### config.mk
export PLATFORM = sky130hd
export DESIGN_NAME = antialiased_line_stepper_unit
export DESIGN_NICKNAME = d
export VERILOG_FILES = /design/src/rtl/alsu_pkg.sv /design/src/rtl/antialiased_line_stepper_unit.sv /design/src/rtl/alsu_queue.sv /design/src/rtl/alsu_front.sv /design/src/rtl/alsu_back.sv
export VERILOG_INCLUDE_DIRS = /design/src /design/src/rtl
export SDC_FILE = /design/constraint.sdc
export NUM_CORES = 1
export LEC_CHECK = 0
export BUFFER_PORTS_ARGS = -buffer_cell sky130_fd_sc_hd__clkbuf_2
export CORE_MARGIN = 2
export CORE_UTILIZATION = 30
export CTS_CLUSTER_DIAMETER = 150
export DETAILED_ROUTE_END_ITERATION = 6
export HOLD_SLACK_MARGIN = 0.08
export PLACE_DENSITY = 0.55
export SETUP_SLACK_MARGIN = 0.4
export SLEW_MARGIN = 20
export SYNTH_ARGS = -nofsm -noshare
export SYNTH_HDL_FRONTEND = slang
export SYNTH_HIERARCHICAL = 1
export SYNTH_SLANG_ARGS = --single-unit
### constraint.sdc
create_clock -name clk_i -period 11.6 [get_ports clk_i]
set_clock_uncertainty 0.1 [all_clocks]
set_input_delay 0 -clock clk_i [delete_from_list [all_inputs] [get_ports clk_i]]
set_output_delay 0 -clock clk_i [all_outputs]
set_load 0.03 [all_outputs]
### src/rtl/antialiased_line_stepper_unit_macros.svh
// assertion macros for the antialiased line stepper
// used by the top level only, expects clk_i and rst_ni in scope
`ifndef ANTIALIASED_LINE_STEPPER_UNIT_MACROS_SVH
`define ANTIALIASED_LINE_STEPPER_UNIT_MACROS_SVH

// property that must hold at every clock edge out of reset
`define ALSU_ASSERT(lbl, prop, msg) \
  lbl: assert property (@(posedge clk_i) disable iff (!rst_ni) (prop)) else $error(msg);

// antecedent in one cycle implies consequent in the next
`define ALSU_ASSERT_NEXT(lbl, ante, cons, msg) \
  lbl: assert property (@(posedge clk_i) disable iff (!rst_ni) (ante) |=> (cons)) \
    else $error(msg);

`endif

### src/rtl/alsu_pkg.sv
// shared types, widths and codes for the antialiased line stepper
// no dependencies; used by every module of the block
package alsu_pkg;

  // field and fixed point widths
  localparam int COORD_BITS = 12;
  localparam int FRAC_BITS  = 8;
  localparam int SHADE_BITS = 4;
  localparam int CFG_BITS   = 11;
  localparam int PIX_BITS   = 10;
  localparam int DIFF_BITS  = COORD_BITS + 1;
  localparam int MAG_BITS   = COORD_BITS;
  localparam int ACC_BITS   = COORD_BITS + FRAC_BITS + 1;
  localparam int MINOR_BITS = ACC_BITS - FRAC_BITS;
  localparam int SLOPE_BITS = FRAC_BITS + 2;
  localparam int QUO_BITS   = FRAC_BITS + 1;
  localparam int CMP_BITS   = COORD_BITS + 2;
  localparam int DIV_STEPS  = QUO_BITS;
  localparam int CNT_BITS   = $clog2(DIV_STEPS);

  // command queue between front and back
  localparam int QUEUE_DEPTH = 4;
  localparam int QPTR_BITS   = $clog2(QUEUE_DEPTH);

  // outcode bits, one per screen margin
  localparam int OC_BITS = 16;
  localparam logic [OC_BITS-1:0] OC_TOP    = 16'h0001;
  localparam logic [OC_BITS-1:0] OC_BOTTOM = 16'h0010;
  localparam logic [OC_BITS-1:0] OC_LEFT   = 16'h0100;
  localparam logic [OC_BITS-1:0] OC_RIGHT  = 16'h1000;

  // configuration register indexes
  localparam int CFG_IDX_BITS = 1;
  localparam logic [CFG_IDX_BITS-1:0] REG_WIDTH  = 1'b0;
  localparam logic [CFG_IDX_BITS-1:0] REG_HEIGHT = 1'b1;
  localparam logic [CFG_BITS-1:0] WIDTH_RESET  = 11'd256;
  localparam logic [CFG_BITS-1:0] HEIGHT_RESET = 11'd240;

  // input action codes
  localparam logic ACT_START = 1'b0;
  localparam logic ACT_STEP  = 1'b1;

  typedef enum logic [1:0] {
    FE_IDLE,
    FE_CLASS,
    FE_DIV,
    FE_PUSH
  } fe_state_e;

  typedef enum logic [1:0] {
    CMD_STEP,
    CMD_REJECT,
    CMD_LINE
  } cmd_kind_e;

  typedef struct packed {
    cmd_kind_e                     kind;
    logic                          major_is_x;
    logic signed [COORD_BITS-1:0]  major_pos;
    logic signed [COORD_BITS-1:0]  major_end;
    logic signed [ACC_BITS-1:0]    minor_accum;
    logic signed [SLOPE_BITS-1:0]  slope;
  } cmd_t;

  typedef struct packed {
    logic full;
    logic empty;
  } q_stat_t;

endpackage

### src/rtl/antialiased_line_stepper_unit.sv
// Antialiased line stepper: an accepted step is queued and its pixel pair registered
// when the back pops it; steps sustain one transaction per cycle while the queue has
// room and results are taken. A start transaction holds the input through clip and
// order, the restoring slope divider and the queue write; rejects skip the divider.
// Reset clears the line, the queue and the output; width 256, height 240.
// Depends on alsu_pkg, alsu_front, alsu_queue, alsu_back and the macro header.
`include "antialiased_line_stepper_unit_macros.svh"

module antialiased_line_stepper_unit (
  input  logic                                  clk_i,
  input  logic                                  rst_ni,
  input  logic                                  cfg_valid_i,
  output logic                                  cfg_ready_o,
  input  logic [alsu_pkg::CFG_IDX_BITS-1:0]     cfg_index_i,
  input  logic [alsu_pkg::CFG_BITS-1:0]         cfg_data_i,
  input  logic                                  in_valid_i,
  output logic                                  in_ready_o,
  input  logic                                  action_i,
  input  logic signed [alsu_pkg::COORD_BITS-1:0] first_x_i,
  input  logic signed [alsu_pkg::COORD_BITS-1:0] first_y_i,
  input  logic signed [alsu_pkg::COORD_BITS-1:0] second_x_i,
  input  logic signed [alsu_pkg::COORD_BITS-1:0] second_y_i,
  output logic                                  out_valid_o,
  input  logic                                  out_ready_i,
  output logic                                  pixel_valid_o,
  output logic [alsu_pkg::PIX_BITS-1:0]         pixel_x_o,
  output logic [alsu_pkg::PIX_BITS-1:0]         pixel_y_o,
  output logic [alsu_pkg::SHADE_BITS-1:0]       shade_near_o,
  output logic [alsu_pkg::SHADE_BITS-1:0]       shade_far_o,
  output logic                                  far_is_below_o,
  output logic                                  line_done_o
);

  logic [alsu_pkg::CFG_BITS-1:0] width_q, height_q;

  logic              q_push, q_pop;
  alsu_pkg::cmd_t    push_cmd, head_cmd;
  alsu_pkg::q_stat_t q_stat;

  // configuration registers
  assign cfg_ready_o = 1'b1;

  always_ff @(posedge clk_i or negedge rst_ni) begin
    if (!rst_ni) begin
      width_q  <= alsu_pkg::WIDTH_RESET;
      height_q <= alsu_pkg::HEIGHT_RESET;
    end else if (cfg_valid_i && cfg_ready_o) begin
      unique case (cfg_index_i)
        alsu_pkg::REG_WIDTH:  width_q  <= cfg_data_i;
        alsu_pkg::REG_HEIGHT: height_q <= cfg_data_i;
        default:              width_q  <= width_q;
      endcase
    end
  end

  // front: accept, classify, divide
  alsu_front u_front (
    .clk_i        (clk_i),
    .rst_ni       (rst_ni),
    .cfg_width_i  (width_q),
    .cfg_height_i (height_q),
    .in_valid_i   (in_valid_i),
    .in_ready_o   (in_ready_o),
    .action_i     (action_i),
    .first_x_i    (first_x_i),
    .first_y_i    (first_y_i),
    .second_x_i   (second_x_i),
    .second_y_i   (second_y_i),
    .q_stat_i     (q_stat),
    .push_o       (q_push),
    .push_cmd_o   (push_cmd)
  );

  // command queue
  alsu_queue u_queue (
    .clk_i      (clk_i),
    .rst_ni     (rst_ni),
    .push_i     (q_push),
    .push_cmd_i (push_cmd),
    .pop_i      (q_pop),
    .head_cmd_o (head_cmd),
    .stat_o     (q_stat)
  );

  // back: line state and result register
  alsu_back u_back (
    .clk_i          (clk_i),
    .rst_ni         (rst_ni),
    .cfg_width_i    (width_q),
    .cfg_height_i   (height_q),
    .q_stat_i       (q_stat),
    .head_cmd_i     (head_cmd),
    .pop_o          (q_pop),
    .out_valid_o    (out_valid_o),
    .out_ready_i    (out_ready_i),
    .pixel_valid_o  (pixel_valid_o),
    .pixel_x_o      (pixel_x_o),
    .pixel_y_o      (pixel_y_o),
    .shade_near_o   (shade_near_o),
    .shade_far_o    (shade_far_o),
    .far_is_below_o (far_is_below_o),
    .line_done_o    (line_done_o)
  );

  // checks on queue usage and result hand-off
  `ALSU_ASSERT(a_no_push_full, !(q_push && q_stat.full), "push into full queue")
  `ALSU_ASSERT(a_no_pop_empty, !(q_pop && q_stat.empty), "pop from empty queue")
  `ALSU_ASSERT(a_ready_space, !(in_ready_o && q_stat.full), "ready with full queue")
  `ALSU_ASSERT_NEXT(a_pop_shows, q_pop, out_valid_o, "popped command gave no result")

endmodule

### src/rtl/alsu_queue.sv
// short command queue between the front and the back of the line stepper
// depends on alsu_pkg for the command type and depth
module alsu_queue (
  input  logic             clk_i,
  input  logic             rst_ni,
  input  logic             push_i,
  input  alsu_pkg::cmd_t   push_cmd_i,
  input  logic             pop_i,
  output alsu_pkg::cmd_t   head_cmd_o,
  output alsu_pkg::q_stat_t stat_o
);

  alsu_pkg::cmd_t                   mem_q [alsu_pkg::QUEUE_DEPTH];
  logic [alsu_pkg::QPTR_BITS-1:0]   wr_ptr_q, rd_ptr_q;
  logic [alsu_pkg::QPTR_BITS:0]     count_q;

  // storage write
  always_ff @(posedge clk_i) begin
    if (push_i) begin
      mem_q[wr_ptr_q] <= push_cmd_i;
    end
  end

  // pointers and fill level
  always_ff @(posedge clk_i or negedge rst_ni) begin
    if (!rst_ni) begin
      wr_ptr_q <= '0;
      rd_ptr_q <= '0;
      count_q  <= '0;
    end else begin
      if (push_i) begin
        wr_ptr_q <= wr_ptr_q + 1'b1;
      end
      if (pop_i) begin
        rd_ptr_q <= rd_ptr_q + 1'b1;
      end
      if (push_i && !pop_i) begin
        count_q <= count_q + 1'b1;
      end else if (pop_i && !push_i) begin
        count_q <= count_q - 1'b1;
      end
    end
  end

  // head and status
  assign head_cmd_o   = mem_q[rd_ptr_q];
  assign stat_o.full  = (count_q == (alsu_pkg::QPTR_BITS + 1)'(alsu_pkg::QUEUE_DEPTH));
  assign stat_o.empty = (count_q == '0);

endmodule

### src/rtl/alsu_front.sv
// front of the line stepper: accepts items, clips and orders start items,
// runs the slope division and queues commands; depends on alsu_pkg
module alsu_front (
  input  logic                                  clk_i,
  input  logic                                  rst_ni,
  input  logic [alsu_pkg::CFG_BITS-1:0]         cfg_width_i,
  input  logic [alsu_pkg::CFG_BITS-1:0]         cfg_height_i,
  input  logic                                  in_valid_i,
  output logic                                  in_ready_o,
  input  logic                                  action_i,
  input  logic signed [alsu_pkg::COORD_BITS-1:0] first_x_i,
  input  logic signed [alsu_pkg::COORD_BITS-1:0] first_y_i,
  input  logic signed [alsu_pkg::COORD_BITS-1:0] second_x_i,
  input  logic signed [alsu_pkg::COORD_BITS-1:0] second_y_i,
  input  alsu_pkg::q_stat_t                     q_stat_i,
  output logic                                  push_o,
  output alsu_pkg::cmd_t                        push_cmd_o
);

  // margin outcode with a one pixel border on every edge
  function automatic logic [alsu_pkg::OC_BITS-1:0] outcode(
    input logic signed [alsu_pkg::CMP_BITS-1:0] x,
    input logic signed [alsu_pkg::CMP_BITS-1:0] y,
    input logic signed [alsu_pkg::CMP_BITS-1:0] w,
    input logic signed [alsu_pkg::CMP_BITS-1:0] h
  );
    logic [alsu_pkg::OC_BITS-1:0] c;
    c = '0;
    if (y < 1) begin
      c = c | alsu_pkg::OC_TOP;
    end else if (y > h - alsu_pkg::CMP_BITS'(2)) begin
      c = c | alsu_pkg::OC_BOTTOM;
    end
    if (x < 1) begin
      c = c | alsu_pkg::OC_LEFT;
    end else if (x > w - alsu_pkg::CMP_BITS'(2)) begin
      c = c | alsu_pkg::OC_RIGHT;
    end
    return c;
  endfunction

  alsu_pkg::fe_state_e state_q, state_d;

  logic signed [alsu_pkg::COORD_BITS-1:0] x1_q, y1_q, x2_q, y2_q;
  alsu_pkg::cmd_kind_e                    kind_q;
  logic                                   major_x_q;
  logic signed [alsu_pkg::COORD_BITS-1:0] pos_q, end_q;
  logic signed [alsu_pkg::ACC_BITS-1:0]   accum_q;
  logic signed [alsu_pkg::SLOPE_BITS-1:0] slope_q;
  logic                                   neg_q;
  logic [alsu_pkg::MAG_BITS-1:0]          amaj_q;
  logic [alsu_pkg::MAG_BITS:0]            rem_q;
  logic [alsu_pkg::QUO_BITS-1:0]          quo_q;
  logic [alsu_pkg::CNT_BITS-1:0]          cnt_q;

  logic                                   start_acc;
  logic                                   div_last;

  // classification of the latched endpoints
  logic signed [alsu_pkg::CMP_BITS-1:0]   w_s, h_s;
  logic signed [alsu_pkg::DIFF_BITS-1:0]  dx, dy;
  logic [alsu_pkg::MAG_BITS-1:0]          adx, ady;
  logic                                   major_x, reject, swap, neg;
  logic signed [alsu_pkg::COORD_BITS-1:0] c_pos, c_end, c_minor;
  logic [alsu_pkg::MAG_BITS-1:0]          c_amin, c_amaj;

  always_comb begin
    w_s = signed'(alsu_pkg::CMP_BITS'(cfg_width_i));
    h_s = signed'(alsu_pkg::CMP_BITS'(cfg_height_i));
    dx  = alsu_pkg::DIFF_BITS'(x2_q) - alsu_pkg::DIFF_BITS'(x1_q);
    dy  = alsu_pkg::DIFF_BITS'(y2_q) - alsu_pkg::DIFF_BITS'(y1_q);
    adx = dx[alsu_pkg::DIFF_BITS-1] ? alsu_pkg::MAG_BITS'(-dx) : alsu_pkg::MAG_BITS'(dx);
    ady = dy[alsu_pkg::DIFF_BITS-1] ? alsu_pkg::MAG_BITS'(-dy) : alsu_pkg::MAG_BITS'(dy);
    reject = ((outcode(alsu_pkg::CMP_BITS'(x1_q), alsu_pkg::CMP_BITS'(y1_q), w_s, h_s) &
               outcode(alsu_pkg::CMP_BITS'(x2_q), alsu_pkg::CMP_BITS'(y2_q), w_s, h_s))
              != '0) || ((dx == '0) && (dy == '0));
    major_x = (ady < adx);
    neg     = dx[alsu_pkg::DIFF_BITS-1] ^ dy[alsu_pkg::DIFF_BITS-1];
    if (major_x) begin
      swap    = (x1_q > x2_q);
      c_pos   = swap ? x2_q : x1_q;
      c_end   = swap ? x1_q : x2_q;
      c_minor = swap ? y2_q : y1_q;
      c_amin  = ady;
      c_amaj  = adx;
    end else begin
      swap    = (y1_q > y2_q);
      c_pos   = swap ? y2_q : y1_q;
      c_end   = swap ? y1_q : y2_q;
      c_minor = swap ? x2_q : x1_q;
      c_amin  = adx;
      c_amaj  = ady;
    end
  end

  // one restoring division step per cycle
  logic                                   ge;
  logic [alsu_pkg::MAG_BITS:0]            rem_sub;
  logic [alsu_pkg::QUO_BITS-1:0]          quo_next;
  logic signed [alsu_pkg::SLOPE_BITS-1:0] slope_next;

  always_comb begin
    ge       = (rem_q >= {1'b0, amaj_q});
    rem_sub  = ge ? (rem_q - {1'b0, amaj_q}) : rem_q;
    quo_next = {quo_q[alsu_pkg::QUO_BITS-2:0], ge};
    slope_next = neg_q ? -signed'(alsu_pkg::SLOPE_BITS'(quo_next))
                       :  signed'(alsu_pkg::SLOPE_BITS'(quo_next));
  end

  assign div_last = (cnt_q == alsu_pkg::CNT_BITS'(alsu_pkg::DIV_STEPS - 1));

  // next state
  always_comb begin
    state_d = state_q;
    unique case (state_q)
      alsu_pkg::FE_IDLE: begin
        if (start_acc) begin
          state_d = alsu_pkg::FE_CLASS;
        end
      end
      alsu_pkg::FE_CLASS: begin
        state_d = reject ? alsu_pkg::FE_PUSH : alsu_pkg::FE_DIV;
      end
      alsu_pkg::FE_DIV: begin
        if (div_last) begin
          state_d = alsu_pkg::FE_PUSH;
        end
      end
      alsu_pkg::FE_PUSH: begin
        if (!q_stat_i.full) begin
          state_d = alsu_pkg::FE_IDLE;
        end
      end
      default: state_d = alsu_pkg::FE_IDLE;
    endcase
  end

  // handshake and queue write
  always_comb begin
    in_ready_o = (state_q == alsu_pkg::FE_IDLE) && !q_stat_i.full;
    start_acc  = in_valid_i && in_ready_o && (action_i == alsu_pkg::ACT_START);
    push_o     = (in_valid_i && in_ready_o && (action_i == alsu_pkg::ACT_STEP)) ||
                 ((state_q == alsu_pkg::FE_PUSH) && !q_stat_i.full);
    push_cmd_o = '0;
    push_cmd_o.kind = alsu_pkg::CMD_STEP;
    if (state_q == alsu_pkg::FE_PUSH) begin
      push_cmd_o.kind        = kind_q;
      push_cmd_o.major_is_x  = major_x_q;
      push_cmd_o.major_pos   = pos_q;
      push_cmd_o.major_end   = end_q;
      push_cmd_o.minor_accum = accum_q;
      push_cmd_o.slope       = slope_q;
    end
  end

  // control registers
  always_ff @(posedge clk_i or negedge rst_ni) begin
    if (!rst_ni) begin
      state_q <= alsu_pkg::FE_IDLE;
      cnt_q   <= '0;
    end else begin
      state_q <= state_d;
      if (state_q == alsu_pkg::FE_CLASS) begin
        cnt_q <= '0;
      end else if (state_q == alsu_pkg::FE_DIV) begin
        cnt_q <= cnt_q + 1'b1;
      end
    end
  end

  // endpoint, line and divider registers
  always_ff @(posedge clk_i) begin
    if (start_acc) begin
      x1_q <= first_x_i;
      y1_q <= first_y_i;
      x2_q <= second_x_i;
      y2_q <= second_y_i;
    end
    if (state_q == alsu_pkg::FE_CLASS) begin
      kind_q    <= reject ? alsu_pkg::CMD_REJECT : alsu_pkg::CMD_LINE;
      major_x_q <= major_x;
      pos_q     <= c_pos;
      end_q     <= c_end;
      accum_q   <= {alsu_pkg::MINOR_BITS'(c_minor), {alsu_pkg::FRAC_BITS{1'b0}}};
      neg_q     <= neg;
      amaj_q    <= c_amaj;
      rem_q     <= {1'b0, c_amin};
      quo_q     <= '0;
      slope_q   <= '0;
    end
    if (state_q == alsu_pkg::FE_DIV) begin
      rem_q <= {rem_sub[alsu_pkg::MAG_BITS-1:0], 1'b0};
      quo_q <= quo_next;
      if (div_last) begin
        slope_q <= slope_next;
      end
    end
  end

endmodule

### src/rtl/alsu_back.sv
// back of the line stepper: holds the active line, steps it and
// registers one result per command; depends on alsu_pkg
module alsu_back (
  input  logic                          clk_i,
  input  logic                          rst_ni,
  input  logic [alsu_pkg::CFG_BITS-1:0] cfg_width_i,
  input  logic [alsu_pkg::CFG_BITS-1:0] cfg_height_i,
  input  alsu_pkg::q_stat_t             q_stat_i,
  input  alsu_pkg::cmd_t                head_cmd_i,
  output logic                          pop_o,
  output logic                          out_valid_o,
  input  logic                          out_ready_i,
  output logic                          pixel_valid_o,
  output logic [alsu_pkg::PIX_BITS-1:0] pixel_x_o,
  output logic [alsu_pkg::PIX_BITS-1:0] pixel_y_o,
  output logic [alsu_pkg::SHADE_BITS-1:0] shade_near_o,
  output logic [alsu_pkg::SHADE_BITS-1:0] shade_far_o,
  output logic                          far_is_below_o,
  output logic                          line_done_o
);

  // line state
  logic                                   active_q, active_d;
  logic                                   major_x_q, major_x_d;
  logic signed [alsu_pkg::COORD_BITS-1:0] pos_q, pos_d;
  logic signed [alsu_pkg::COORD_BITS-1:0] end_q, end_d;
  logic signed [alsu_pkg::ACC_BITS-1:0]   accum_q, accum_d;
  logic signed [alsu_pkg::SLOPE_BITS-1:0] slope_q, slope_d;

  // result register
  logic                                   out_valid_q;
  logic                                   pv_q, pv_d;
  logic [alsu_pkg::PIX_BITS-1:0]          px_q, px_d, py_q, py_d;
  logic [alsu_pkg::SHADE_BITS-1:0]        sn_q, sn_d, sf_q, sf_d;
  logic                                   below_q, below_d;
  logic                                   done_q, done_d;

  // step datapath
  logic signed [alsu_pkg::MINOR_BITS-1:0] mn;
  logic [alsu_pkg::FRAC_BITS-1:0]         frac, frac_inv;
  logic signed [alsu_pkg::CMP_BITS-1:0]   maj_s, mnr_s, lim_maj, lim_min;
  logic signed [alsu_pkg::CMP_BITS-1:0]   px_s, py_s;
  logic signed [alsu_pkg::DIFF_BITS-1:0]  pos_next;
  logic                                   ok;

  assign pop_o = !q_stat_i.empty && (!out_valid_q || out_ready_i);

  always_comb begin
    mn       = accum_q[alsu_pkg::ACC_BITS-1:alsu_pkg::FRAC_BITS];
    frac     = accum_q[alsu_pkg::FRAC_BITS-1:0];
    frac_inv = ~frac;
    maj_s    = alsu_pkg::CMP_BITS'(pos_q);
    mnr_s    = alsu_pkg::CMP_BITS'(mn);
    lim_maj  = signed'(alsu_pkg::CMP_BITS'(major_x_q ? cfg_width_i : cfg_height_i));
    lim_min  = signed'(alsu_pkg::CMP_BITS'(major_x_q ? cfg_height_i : cfg_width_i))
               - alsu_pkg::CMP_BITS'(1);
    ok       = (maj_s >= 0) && (maj_s < lim_maj) && (mnr_s >= 0) && (mnr_s < lim_min);
    px_s     = major_x_q ? maj_s : mnr_s;
    py_s     = major_x_q ? mnr_s : maj_s;
    pos_next = alsu_pkg::DIFF_BITS'(pos_q) + alsu_pkg::DIFF_BITS'(1);
  end

  // command decode and state update
  always_comb begin
    active_d  = active_q;
    major_x_d = major_x_q;
    pos_d     = pos_q;
    end_d     = end_q;
    accum_d   = accum_q;
    slope_d   = slope_q;
    pv_d      = 1'b0;
    px_d      = '0;
    py_d      = '0;
    sn_d      = '0;
    sf_d      = '0;
    below_d   = 1'b0;
    done_d    = 1'b1;
    unique case (head_cmd_i.kind)
      alsu_pkg::CMD_STEP: begin
        if (active_q) begin
          if (ok) begin
            pv_d    = 1'b1;
            px_d    = px_s[alsu_pkg::PIX_BITS-1:0];
            py_d    = py_s[alsu_pkg::PIX_BITS-1:0];
            sn_d    = frac_inv[alsu_pkg::FRAC_BITS-1 -: alsu_pkg::SHADE_BITS];
            sf_d    = frac[alsu_pkg::FRAC_BITS-1 -: alsu_pkg::SHADE_BITS];
            below_d = major_x_q;
          end
          accum_d  = accum_q + alsu_pkg::ACC_BITS'(slope_q);
          pos_d    = pos_next[alsu_pkg::COORD_BITS-1:0];
          done_d   = (pos_next >= alsu_pkg::DIFF_BITS'(end_q));
          active_d = !done_d;
        end
      end
      alsu_pkg::CMD_REJECT: begin
        active_d = 1'b0;
      end
      alsu_pkg::CMD_LINE: begin
        active_d  = 1'b1;
        major_x_d = head_cmd_i.major_is_x;
        pos_d     = head_cmd_i.major_pos;
        end_d     = head_cmd_i.major_end;
        accum_d   = head_cmd_i.minor_accum;
        slope_d   = head_cmd_i.slope;
        done_d    = 1'b0;
      end
      default: begin
        active_d = active_q;
      end
    endcase
  end

  // control registers
  always_ff @(posedge clk_i or negedge rst_ni) begin
    if (!rst_ni) begin
      active_q    <= 1'b0;
      out_valid_q <= 1'b0;
    end else begin
      if (pop_o) begin
        active_q    <= active_d;
        out_valid_q <= 1'b1;
      end else if (out_ready_i) begin
        out_valid_q <= 1'b0;
      end
    end
  end

  // line and result payload
  always_ff @(posedge clk_i or negedge rst_ni) begin
    if (!rst_ni) begin
      major_x_q <= 1'b0;
      pos_q     <= '0;
      end_q     <= '0;
      accum_q   <= '0;
      slope_q   <= '0;
    end else if (pop_o) begin
      major_x_q <= major_x_d;
      pos_q     <= pos_d;
      end_q     <= end_d;
      accum_q   <= accum_d;
      slope_q   <= slope_d;
    end
  end

  always_ff @(posedge clk_i) begin
    if (pop_o) begin
      pv_q    <= pv_d;
      px_q    <= px_d;
      py_q    <= py_d;
      sn_q    <= sn_d;
      sf_q    <= sf_d;
      below_q <= below_d;
      done_q  <= done_d;
    end
  end

  assign out_valid_o    = out_valid_q;
  assign pixel_valid_o  = pv_q;
  assign pixel_x_o      = px_q;
  assign pixel_y_o      = py_q;
  assign shade_near_o   = sn_q;
  assign shade_far_o    = sf_q;
  assign far_is_below_o = below_q;
  assign line_done_o    = done_q;

endmodule

==> flow_summary.ini, run 1 <==
[clock_network]
clkTransAtPathRegs_ns = 0.06
clk_latency_ns = 0.63
post_cts_buffers = 0
clkSinkCount = 487
cts_buffer_depth = 3
numCtsBuffers = 52
root_buffer = clkbuf_16
cts_tree = yes
cts_max_level = 2

[critical_path]
cp.buffers_inverters = 2
cp_cell_sequence = ha_1, fa_1, nand2b_1, a21oi_1, a311oi_1, a2bb2oi_1, a21oi_1, a21oi_1, xnor2_1, inv_1, ha_1, o2111ai_1, o21ai_0, nand2_1, a21o_1, maj3_2, maj3_4, buf_16, nor4b_1, a311o_1
r2r-start = u_front/x1_q[0]
slowest_delay_ns = 0.78
crit_family = compound AO/OA/AOI/OAI gates
required_ns = 11.96
worstPathMaxFanout = 79
critPathKind = reg2reg
r2r_cells = 20
cp.arrival_ns = 6.33
cp_num_cells = 20
slowest_stage = a21oi_1
endpoint_kind = flip-flop
cp_common_cell = a21oi_1
crit_start = u_front/x1_q[0]
start_kind = flip-flop

[sta]
hold_slack_ns = 0.1405
tightestPinTransition_ns = 0.9989
max_freq_mhz = 167.7
rsz0062_at_grt = false
relSlewSlack_pct = 33.41
fin_crit_sh_pct = 51.40
maxSlewViolCount = 0
hold_viol_final = 0
setup_viol = 0
setup_ws_ns = 5.637
period_minus_slack_ns = 5.963
setup_tns_ns = 0

[synth]
synth_commonest_cells = edfxtp_1 (383), ha_1 (173), nor2_1 (129), a21oi_1 (128), inv_1 (123)
synth.most_common_cell = edfxtp_1
async_reset_ff_share_pct = 19.10
syn_avg_cell_area_um2 = 12.28
synth_cells = 2184
synth_ff_type = edfxtp_1
synth_top_area_share_pct = 42.90
synth_seq_cells = 487
syn_area_um2 = 26810
synth_area_leaders = edfxtp_1 (43%), dfrtp_1 (8.2%), ha_1 (8.1%), mux4_2 (4.9%), mux2i_1 (4.1%)
synth_cell_types = 94
synth_area_leader_cell = edfxtp_1
synth_edf_count = 383
synth_warnings = 6
yosysSeqAreaShare_pct = 52.42

[floorplan]
initial_utilization_pct = 30.29
boundaryPins = 100
die_y_um = 302.9
core_um2 = 88510
die_w_um = 302.9
fp-row-count = 109
die-area_um2 = 91780

[layout]
largest_reg_flops = 232
layout-drive-gt1-share_pct = 13.72
largestRegisters = u_queue/mem_q x232, u_back/accum_q x21, u_front/rem_q x13
regMostFlops = u_queue/mem_q
syn2layout_area_growth_pct = 17.48
final_core_util_pct = 35.58
finalNetCount = 2642
fillers = 8499

[global_routing]
use_met3_pct = 2.127
grt_pass1_wl_um = 108500
first_global_vias = 18130
grt.met1_usage_pct = 21.79
antenna_found_initial = 2
grt_usage_pct = 15.43
overflow = 0
grt_max_degree = 106
grtUsageMet2_pct = 24.17
grt.busiest_layer = met2

[detailed_routing]
vias_per_cell = 5.039
routed_wl_um = 71550
drtIter0Drc = 1240
drc_errors = 18
wl_per_cell_um = 19.83
num_vias = 18180
first_pass_iters = 7
antenna_left = 0

[run]
drv_cap = 0

[pwr]
peakVddDrop_mv = 0.1738
p_leak_nw = 12.19
power_mw = 8.392
p_per_area_nw_per_um2 = 266.4

[hold_path]
whs_path_depth = 4
hp-class = in2reg
hold_path.startpoint = out_ready_i

[placement]
hpwlAfterDp_um = 48940
numPortBuffers = 98
gp_congestion = 0.9008
dp_slack_ns = 5.576

[outcome]
status = complete, but fails checks
violations = DRC
-- layer usage --
metal	part of all wire, %	wire (um)
met5	0	0
met2	45	32540
met4	3.1	2217
met1	47	33600
met3	4.5	3195
-- kinds of logic after synthesis --
group | share of synthesized area, %
muxes | 10.66
and+or+nand+nor | 10.05
DFF | 52.42
adders and majority gates | 8.531
buffers and inverters | 4.121
AOI/OAI and AO/OA | 10.82
xor gates and xnor gates | 3.365
other | 0.02801
-- where the power goes --
part | switching, mW | internal [mW]
sequential | 0.424 | 2.60
combinational | 2.18 | 1.49
clock | 0.727 | 0.977
total | 3.33 | 5.06
-- cell type report --
type	instances	area [um2]	area share [%]
Sequential cell	487	14060	44.64
Tap cell	1165	1458	4.628
Multi-Input combinational cell	1479	11720	37.21
Timing Repair Buffer	253	2027	6.435
Clock inverter	31	355.3	1.128
Clock buffer	66	1399	4.441
Inverter	125	470.5	1.494
Antenna cell	2	5.005	0.01589
-- through the flow --
| stage | std cells | instance area (um2) |
|---|---|---|
| 2_1_floorplan | 2191 | 26840 |
| 3_3_place_gp | 3372 | 28330 |
| 3_5_place_dp | 3372 | 28330 |
| 4_1_cts | 3605 | 31460 |
| 5_1_grt | 3606 | 31490 |
| 6_report | 3608 | 31500 |
-- layout by cell type (no fill, tap or decap), types with 54 or more instances in the layout --
| master | n |
|---|---|
| clkbuf_2 | 97 |
| edfxtp_1 | 383 |
| nor2_1 | 128 |
| and2_1 | 58 |
| a21oi_1 | 127 |
| nand2_1 | 108 |
| xnor2_1 | 54 |
| mux4_2 | 58 |
| ha_1 | 170 |
| o21ai_0 | 95 |
| inv_1 | 121 |
| dlygate4sd3_1 | 135 |
| dfrtp_1 | 85 |
| mux2i_1 | 109 |
-- final timing paths --
check | end | slack, ns
worst max-delay path | u_front/rem_q[0] | 5.64
worst min-delay path | u_back/out_valid_o | 0.14
worst max register to register | u_front/rem_q[0] | 5.64
worst min register to register | u_front/slope_q[6] | 0.38
max in group asynchronous | u_queue/rd_ptr_q[0] | 10.10
min in group asynchronous | u_back/accum_q[8] | 0.35
-- repair_timing --
item | CTS | global route
hold buffers | 136 | 0
resized for setup | 0 | 0
endpoints found under the hold margin | 166 | 0
-- worst register-to-register path, stage by stage, from the launching register on --
cell and delay (ns):
edfxtp_1 0.45, ha_1 0.25, fa_1 0.40, nand2b_1 0.19, a21oi_1 0.23, a311oi_1 0.20
a2bb2oi_1 0.20, a21oi_1 0.78, a21oi_1 0.12, xnor2_1 0.32, inv_1 0.08, ha_1 0.30
o2111ai_1 0.10, o21ai_0 0.22, nand2_1 0.08, a21o_1 0.18, maj3_2 0.30, maj3_4 0.50
buf_16 0.28, nor4b_1 0.20, a311o_1 0.33
(Power assumes the default switching activity.)
==> run 2, diff against run 1 <==
==> constraint.sdc (replaced) <==
create_clock -name clk_i -period 6.2 [get_ports clk_i]
set_clock_uncertainty 0.1 [all_clocks]
set_input_delay 0 -clock clk_i [delete_from_list [all_inputs] [get_ports clk_i]]
set_output_delay 0 -clock clk_i [all_outputs]
set_load 0.03 [all_outputs]
==> run 2 against run 1 <==
Against the previous run: the run still ends with DRC left; cell count grew 0.11%; sequential power rose by 86%; via count grew 1.0%; critical path depth grew 1; sequential cell count unchanged; first-iteration DRC count up 20%; routed wire length rose by 2.4%; largest cell class unchanged; core utilization rose by 0.10 points; combinational power increased by 92%; clock power rose by 89%; worst hold slack better by 0.0039 ns; non-clock buffer count up 4.
==> flow_summary.ini, run 2 (synthesized netlist as in run 1, its figures left out) <==
[outcome]
status = complete, but fails checks
violations = DRC

[layout]
finalNetCount = 2648
final_core_util_pct = 35.69
largest_reg_flops = 232
regArea_um2 = 14060
multi_input_area_um2 = 11770
regMostFlops = u_queue/mem_q
fillers = 8502
fin_cells = 3612
layout-drive-gt1-share_pct = 14.43
syn2layout_area_growth_pct = 17.81
largestRegisters = u_queue/mem_q x232, u_back/accum_q x21, u_front/rem_q x13
layout_common_cells = edfxtp_1 (383), ha_1 (170), dlygate4sd3_1 (131)
layout_commonest_cell = edfxtp_1

[sta]
setup_viol = 0
tightestPinTransition_ns = 0.9502
relSlewSlack_pct = 36.64
fin_crit_sh_pct = 87.36
max_freq_mhz = 184.6
period_minus_slack_ns = 5.417
maxSlewViolCount = 0
rsz0062_at_grt = false
setup_ws_ns = 0.7834
setup_tns_ns = 0
hold_viol_final = 0

[global_routing]
grt_usage_pct = 15.67
antenna_found_initial = 0
grt_pass1_wl_um = 110300
first_global_vias = 18130
grt_max_degree = 69
overflow = 0

[placement]
hpwlAfterDp_um = 51010
post-place-cells = 3379
gp_congestion = 0.9168
dp_slack_ns = 0.6263
numPortBuffers = 98

[critical_path]
start_kind = flip-flop
cp_num_cells = 21
endpoint_kind = flip-flop
cp_cell_sequence = ha_1, fa_1, nand2b_1, a21oi_2, a311oi_2, a2bb2oi_1, a21oi_1, buf_4, a21oi_1, xnor2_2, inv_1, ha_1, o2111ai_1, o21ai_0, nand2_1, a21o_1, maj3_2, maj3_4, buf_4, mux2i_1, o22ai_1
r2r_cells = 21
slowest_stage = edfxtp_1
r2r_setup_slack_ns = 0.78
r2r-start = u_front/x1_q[0]
crit_end = u_front/rem_q[5]
worstPathMaxFanout = 18
slowest_delay_ns = 0.47
required_ns = 6.40
cp.buffers_inverters = 3
cp.arrival_ns = 5.62
crit_start = u_front/x1_q[0]
critPathKind = reg2reg
crit-reg2reg-capture = u_front/rem_q[5]
crit_family = adder cells

[clock_network]
cts_tree = yes
clkTransAtPathRegs_ns = 0.06
root_buffer = clkbuf_16
clkSinkCount = 487
numCtsBuffers = 52
cts_buffer_depth = 3
clk_latency_ns = 0.64
cts_max_level = 2

[detailed_routing]
antenna_left = 0
drc_errors = 20
routed_wl_um = 73290
num_vias = 18360
vias_per_cell = 5.084
wl_per_cell_um = 20.29
first_pass_iters = 7
drtIter0Drc = 1485

[pwr]
p_leak_nw = 12.24
p_per_area_nw_per_um2 = 503.3
peakVddDrop_mv = 0.3287

[floorplan]
die_w_um = 302.9
initial_utilization_pct = 30.29
boundaryPins = 100
core_um2 = 88510
die_y_um = 302.9
die-area_um2 = 91780
fp-row-count = 109

[hold_path]
hp-class = in2reg

[run]
drv_cap = 0
## run 2: cell types whose count changed in the layout (fill, tap and decap cells not counted), sizes merged
cell,before,now
bufinv,5,4
buf,21,29
clkinv,24,14
dlygate4sd3,135,131
maj3,2,4
diode,2,1
clkbuf,163,173
## run 2: timing repair
action | in CTS | in global routing
endpoints found under the hold margin | 164 | 0
gates resized for setup | 0 | 5
hold buffers | 132 | 0
buffers inserted | 0 | 2
setup endpoints to repair | 0 | 44
## run 2: how the worst min path moves through the flow
| stage | startpoint | end | cells past startpoint |
|---|---|---|---|
| 2_1_floorplan | rst_ni | height_q[0] | 0 |
| 4_1_cts | out_ready_i | u_back/out_valid_o | 4 |
| 3_5_place_dp | rst_ni | u_back/accum_q[4] | 1 |
| 5_1_grt | out_ready_i | u_back/out_valid_o | 4 |
| 3_3_place_gp | rst_ni | u_back/accum_q[4] | 1 |
| 6_report | out_ready_i | u_back/out_valid_o | 4 |
## run 2: routing by layer
| metal | wire, um | vias up | track usage [%] |
|---|---|---|---|
| li1 | - | 8621 | - |
| met1 | 34240 | 9143 | 22.24 |
| met2 | 33220 | 489 | 24.59 |
| met3 | 3812 | 110 | 2.435 |
| met4 | 2012 | 0 | 4.891 |
| met5 | 0 | - | 0 |
## run 2: worst min-delay path, stage by stage
cell and delay, ns:
dlygate4sd3_1 0.53, clkbuf_2 0.09, nand2b_1 0.15, nand2_1 0.06
## run 2: cell type report
cell class / instances / area share (%)
antenna: 1 / 0.007923
clock buffer: 76 / 4.817
clock inverter: 20 / 0.8200
inverter: 125 / 1.489
multi-input combinational: 1481 / 37.28
sequential: 487 / 44.52
tap: 1165 / 4.615
timing repair buffer: 257 / 6.457
## run 2: metrics by stage
step	hold WS (ns)	instance area (um2)	total power, mW
after floorplan	-0.3956	26840	10.67
after global placement	-0.1373	28400	12.40
after detailed placement	-0.1254	28400	12.57
after CTS	0.1427	31510	15.91
after global routing	0.1891	31580	16.96
final	0.1444	31590	15.90
## run 2: power by group
group	switching [mW]	internal [mW]
Sequential	0.760	4.86
Clock	1.34	1.88
Combinational	4.26	2.80
Total	6.35	9.54
